<file path="config.mk">
export PLATFORM = sky130hd
export DESIGN_NAME = psr_wide_mul
export DESIGN_NICKNAME = d
export VERILOG_FILES = /design/src/psr_wide_mul.sv
export SDC_FILE = /design/constraint.sdc
export NUM_CORES = 2
export LEC_CHECK = 0
export ABC_AREA = 1
export ABC_CLOCK_PERIOD_IN_PS = 5600
export BUFFER_PORTS_ARGS = -buffer_cell sky130_fd_sc_hd__buf_2
export CORE_ASPECT_RATIO = 0.7
export CORE_MARGIN = 1.5
export CORE_UTILIZATION = 35
export CTS_CLUSTER_DIAMETER = 100
export DETAILED_ROUTE_END_ITERATION = 8
export PLACE_DENSITY = 0.57
export SLEW_MARGIN = 20
export SYNTH_ARGS = -nofsm -noshare
export SYNTH_HDL_FRONTEND = slang
export SYNTH_SLANG_ARGS = --single-unit
</file>
<file path="constraint.sdc">
create_clock -name clock -period 5.6 [get_ports clock]
set_clock_uncertainty 0.15 [all_clocks]
set_input_delay 0.56 -clock clock [delete_from_list [all_inputs] [get_ports clock]]
set_output_delay 0.56 -clock clock [all_outputs]
set_load 0.01 [all_outputs]
</file>
<file path="src/psr_wide_mul.sv">
// Pipelined unsigned multiplier for wide operands, split into halves.
// Three register stages: partial products, middle sum, final add.
// Depends on nothing outside this file.
module psr_wide_mul #(
   parameter int WIDTH = 42
) (
   input  logic                 clock,
   input  logic [WIDTH-1:0]     mul_a,
   input  logic [WIDTH-1:0]     mul_b,
   output logic [2*WIDTH-1:0]   mul_p
);

   localparam int LO = (WIDTH + 1) / 2;
   localparam int HI = WIDTH - LO;

   logic [LO-1:0]       a_lo, b_lo;
   logic [HI-1:0]       a_hi, b_hi;

   logic [2*LO-1:0]     ll_ff, ll_in;
   logic [LO+HI-1:0]    lh_ff, lh_in;
   logic [LO+HI-1:0]    hl_ff, hl_in;
   logic [2*HI-1:0]     hh_ff, hh_in;

   logic [WIDTH:0]      mid_ff, mid_in;
   logic [2*WIDTH-1:0]  cat_ff, cat_in;

   logic [2*WIDTH-1:0]  prod_ff, prod_in;

   // Split the operands into low and high halves
   assign a_lo = mul_a[LO-1:0];
   assign a_hi = mul_a[WIDTH-1:LO];
   assign b_lo = mul_b[LO-1:0];
   assign b_hi = mul_b[WIDTH-1:LO];

   // Form the four partial products
   assign ll_in = (2*LO)'(a_lo) * (2*LO)'(b_lo);
   assign lh_in = (LO+HI)'(a_lo) * (LO+HI)'(b_hi);
   assign hl_in = (LO+HI)'(a_hi) * (LO+HI)'(b_lo);
   assign hh_in = (2*HI)'(a_hi) * (2*HI)'(b_hi);

   // Merge the cross terms; outer terms do not overlap, so concatenate
   assign mid_in = (WIDTH+1)'(lh_ff) + (WIDTH+1)'(hl_ff);
   assign cat_in = {hh_ff, ll_ff};

   // Add the shifted cross terms into the outer terms
   assign prod_in = cat_ff + ((2*WIDTH)'(mid_ff) << LO);

   always_ff @(posedge clock) begin
      ll_ff   <= ll_in;
      lh_ff   <= lh_in;
      hl_ff   <= hl_in;
      hh_ff   <= hh_in;
      mid_ff  <= mid_in;
      cat_ff  <= cat_in;
      prod_ff <= prod_in;
   end

   assign mul_p = prod_ff;

endmodule

</file>
# [After elaboration in Yosys (flattened, before gate mapping)]
# Index checks and enable logic that the tools add are counted.
[word_totals] ff_bits=379 out_inout_bits=84 elab_cells=13
[classes] n_mul=4 add_sub_neg=2
[ops] op="21-bit by 21-bit multiplier with 42-bit output" n=4
[ops] op="84-bit by 64-bit adder with 84-bit output" n=1
[ops] op="42-bit by 42-bit adder with 43-bit output" n=1

# [Logic depth before layout (Yosys ltp)]
[logic_depth] ltp_word=1 ltp_mapped=28 mapped_depth_nobuf=26

# [Worst setup path after synthesis]
# OpenSTA, ideal clock, no wires.
[synth_timing] path_kind="input to register" startpoint="input port mul_a[30]" endpoint="register hl_ff[41]" cell_stages=27 path_slack_ps=-551 n_path_buf=2 setup_time_ps=112 arrival_ps=5889 cell_sequence="clkbuf_1 -> clkbuf_1 -> nand2_1 -> inv_1 -> fa_1 -> fa_1 -> inv_1 -> fa_1 -> inv_1 -> fa_1 -> inv_1 -> fa_1 -> inv_1 -> fa_1 -> inv_1 -> fa_1 -> inv_1 -> ha_1 -> nand2_1 -> nor2_1 -> inv_1 -> nor3_2 -> nand3_1 -> nand3_1 -> nand2_1 -> nand3b_1 -> nand2_1"
[synth_via] elab_chain_len=1
[synth_lines] item="start, declared" line="8" source="input logic [WIDTH-1:0] mul_a,"
[synth_lines] item="21-bit by 21-bit multiplier with 42-bit output" line="38" source="assign hl_in = (LO+HI)'(a_hi) * (LO+HI)'(b_lo);"
[synth_lines] item="net hl_in[41]" line="21" source="logic [LO+HI-1:0] hl_ff, hl_in;"
[synth_lines] item="end signal, assigned" line="51" source="hl_ff <= hl_in;"
[synth_lines] item="end, declared" line="21"
# The timed path passes the listed nets, and every way through them passes these cells.

# [Worst setup path after layout]
[layout_timing] startpoint="input port mul_a[11]" endpoint="register lh_ff[29]"
[layout_via] elab_chain_len=1
[layout_lines] item="21-bit by 21-bit multiplier with 42-bit output" line="37" source="assign lh_in = (LO+HI)'(a_lo) * (LO+HI)'(b_hi);"
[layout_lines] item="net lh_in[29]" line="20" source="logic [LO+HI-1:0] lh_ff, lh_in;"
[layout_lines] item="end signal, assigned" line="50" source="lh_ff <= lh_in;"
[layout_lines] item="end, declared" line="20"
# The timed path passes the listed nets, and every way through them passes these cells.

==> results.txt <==
----------------------------------------------------
[Yosys]
  Seq/Total Area, Yosys ... 0.0984
  Top_reg_cell synth ... sky130_fd_sc_hd__dfxtp_1
  FF+latch count, synth ... 379
  Cell variety after synth ... 40
  Count of mapped cells out of synthesis ... 10500
  Yosys top cell area share ... 0.372
  Cell types with the largest area share after synthesis ... sky130_fd_sc_hd__fa_1 37%, sky130_fd_sc_hd__inv_1 15%, sky130_fd_sc_hd__nand2_1 15%
  Dominant cell type by area after synthesis ... sky130_fd_sc_hd__fa_1
  Mapped cell area ... 77100 µm²
  Most frequent cell after synthesis ... sky130_fd_sc_hd__inv_1
  Syn_nets ... 12700
  Fraction of registers with async set or reset after synthesis ... 0
  Average cell area after synthesis ... 7.37 µm²
  EDFF count, synth ... 0
  Synth top cells by count ... 3092 x sky130_fd_sc_hd__inv_1, 3089 x sky130_fd_sc_hd__nand2_1, 1434 x sky130_fd_sc_hd__fa_1
  Synth warn ... 0

[Critical path]
  Required time worst endpoint ... just over 6000 ps
  CP Launch Type ... input port
  Crit. path cell count ... 26
  Worst R2R Path Depth ... 13
  Number of buffers and inverters on the critical path ... 9
  Cell with the largest stage delay on the worst path ... sky130_fd_sc_hd__fa_1
  Critical register-to-register path startpoint ... cat_ff[21]$_DFF_P_
  R2R Path End ... mul_p[81]$_DFF_P_
  Category of cells accounting for the largest share of critical-path delay ... adder cells
  Critical path class ... in -> reg
  Category of the worst setup path capture point ... register
  Maximum net fanout on the critical path ... 9
  Timing startpoint of the critical path ... mul_a[11]
  Endpoint arrival time on the critical path ... a little over 6000 ps
  Largest stage delay on the critical path ... 580 ps
  Setup slack on the worst flop-to-flop path ... 2950 ps

[CTS]
  Reg clk slew, reported paths ... 60 ps
  CTS max path bufs ... 3
  Number of levels in the clock H-tree ... 2
  TritonCTS clock tree ... yes
  Number of hold buffers added after cts ... 0
  Insertion delay to the later sink of the worst-skew pair ... 680 ps
  Total clock buffers created by CTS ... between 40 and 50
  TritonCTS sink count ... between 300 and 400
  Buffer type at the clock tree root ... sky130_fd_sc_hd__clkbuf_16

[Place]
  RePlAce Congestion ... slightly above 1
  Total placed instance area ... 89400 µm²
  Number of port buffers ... 168
  Placed wire-length estimate after detailed placement ... 223 mm
  Number of cells after detailed placement ... 14000

[Detailed routing]
  Number of vias in the routed layout ... 66400
  Number of nets still failing antenna checks after routing ... 0
  Number of DRC violations after detailed routing ... 0
  Violation count after the first detailed-routing iteration ... 5147
  Post-Route WL ... 267 mm
  Routed wire length per instance ... 18.8 µm
  Drt pass-1 iters ... 6
  Average vias per placed instance ... 4.67

[STA]
  F_max ... roughly 0.17 GHz
  Remaining max-slew budget at the tightest pin ... 0.564
  Number of endpoints failing setup at the final stage ... 53
  Hold violation total from the final report ... 0
  Final Worst Setup Slack ... -150 ps
  Transition at the pin with the smallest max-transition slack ... 653 ps
  Fraction of the cycle the final worst path needs ... 1.03
  Unrepaired setup endpoints after global routing ... yes
  Min cycle time layout ... roughly 5700 ps
  Count of pins over their slew limit ... 0

[Final layout]
  Layout Cells excl Fill ... 14200
  Multi-input logic area ... about 60000 µm²
  Area delta synth->final ... 24.9%
  Net total in the final layout ... 13500
  Post-Route Utilization ... 0.442
  Count of filler cells inserted in the layout ... 21800
  Fraction of final layout cells with drive strength greater than 1 ... 0.183
  Register cell area after layout ... 7590 µm²
  Cell area after layout ... between 90000 and 100000 µm²

[Job]
  Total of max-cap violations ... 0

[Floorplan]
  Initial Utilization ... 0.354
  Placeable core area ... 218000 µm²
  Standard-cell rows ... approximately 140
  IO Pins ... 169
  Die Wd ... 564 µm
  Floorplan die height ... between 300 and 400 µm
  DIE AREA ... 223000 µm²

[Worst hold path]
  WHS Path Cells ... 0
  Hold endpoint ... cat_ff[42]$_DFF_P_
  Type of the most critical hold path ... reg -> reg
  Start point of the worst hold path ... hh_ff[0]$_DFF_P_

[Global routing]
  Antenna violations before repair ... 16
  Wire length of the first global-routing pass ... roughly 410 mm
  Largest net degree at the start of global routing ... 26
  Number of global-route vias before repair ... slightly below 70000
  Total congestion overflow ... 0
  Gr usage total ... 0.237

[Outcome]
  Violated checks ... negative setup slack
  Result of the run ... complete, but fails checks

----------------------------------------------------
-- placed cells by master, fill, tap and decap left out, drive strengths merged, types with 23 or more instances in the layout --
cell / synthesis / routed
nor2: 370 / 370
buf: 0 / 1158
ha: 693 / 693
nand4: 25 / 25
inv: 3096 / 3102
xnor2: 41 / 41
nand2: 3103 / 3103
dfxtp: 379 / 379
nand3: 215 / 215
xor2: 114 / 114
fa: 1434 / 1434
clkbuf: 420 / 79
nor3: 55 / 55
o21a: 23 / 23
a21oi: 293 / 293
o21ai: 128 / 128
-- cell type report --
cell class	count	share of cell area
clock buffers	59	0.0137
clock inverters	26	0.00409
well taps	2900	0.0377
inverters	3098	0.121
flip-flops and latches	379	0.0788
diodes	4	0.000104
repair buffers	1180	0.120
multi-input cells	6567	0.625
-- logic make-up after synthesis --
| logic type | count (synthesis) | share of synthesized area |
|---|---|---|
| and+or+nand+nor | 3793 | 0.194 |
| adders and majority gates | 2127 | 0.485 |
| buffers and inverters | 3518 | 0.171 |
| AOI/OAI and AO/OA | 492 | 0.0341 |
| xor gates and xnor gates | 155 | 0.0176 |
| DFF | 379 | 0.0984 |
-- worst reg2reg max path, delay by kind of cell (launching register included) --
kind / cells / cell delay (ps)
adder cells (fa/ha/maj): 2 / 650
buffers and inverters: 2 / 180
AND/OR/NAND/NOR: 9 / 1090
flip-flops: 1 / 480
-- stage by stage --
| step | TNS [ps] | hold WS [ps] | worst slack [ps] |
|---|---|---|---|
| 3_5_place_dp | -97410 | 162 | -1050 |
| 2_1_floorplan | -14370 | 160 | -232 |
| 4_1_cts | -227 | 152 | -43.6 |
| 5_1_grt | -15210 | 166 | -281 |
| 6_report | -3470 | 154 | -150 |
| 3_3_place_gp | -94260 | 161 | -984 |
-- routing by layer --
metal  GRT usage  share of wire  vias to the layer above
met5           0              0                        -
met4      0.0364          0.016                        0
met3      0.0451          0.095                      205
met2       0.337           0.39                     2195
met1       0.371           0.50                    32800
li1            -              -                    31300
-- state kept, by name, indices dropped and copies added (netlist names) --
register	cells
ll_ff	42
hh_ff	42
mul_p	84
cat_ff	84
mid_ff	43
lh_ff	42
hl_ff	42
-- what timing repair did --
action                     in CTS  in global routing
pin swaps                      95                276
gates resized for setup       260                676
setup buffers                  17                 83
cloned                          8                 17
setup endpoints to repair      94                119
-- how the worst max path moves through the flow --
stage                                   end  slack [ps]
final                     lh_ff[29]$_DFF_P_        -150
after global placement    ll_ff[17]$_DFF_P_        -980
after CTS                 hh_ff[30]$_DFF_P_         -40
after detailed placement  ll_ff[17]$_DFF_P_       -1050
after floorplan           hl_ff[40]$_DFF_P_        -230
after global routing      hl_ff[30]$_DFF_P_        -280
Power is not shown: default switching activity piles up to over one toggle a cycle in this logic, so the estimate is an artifact.
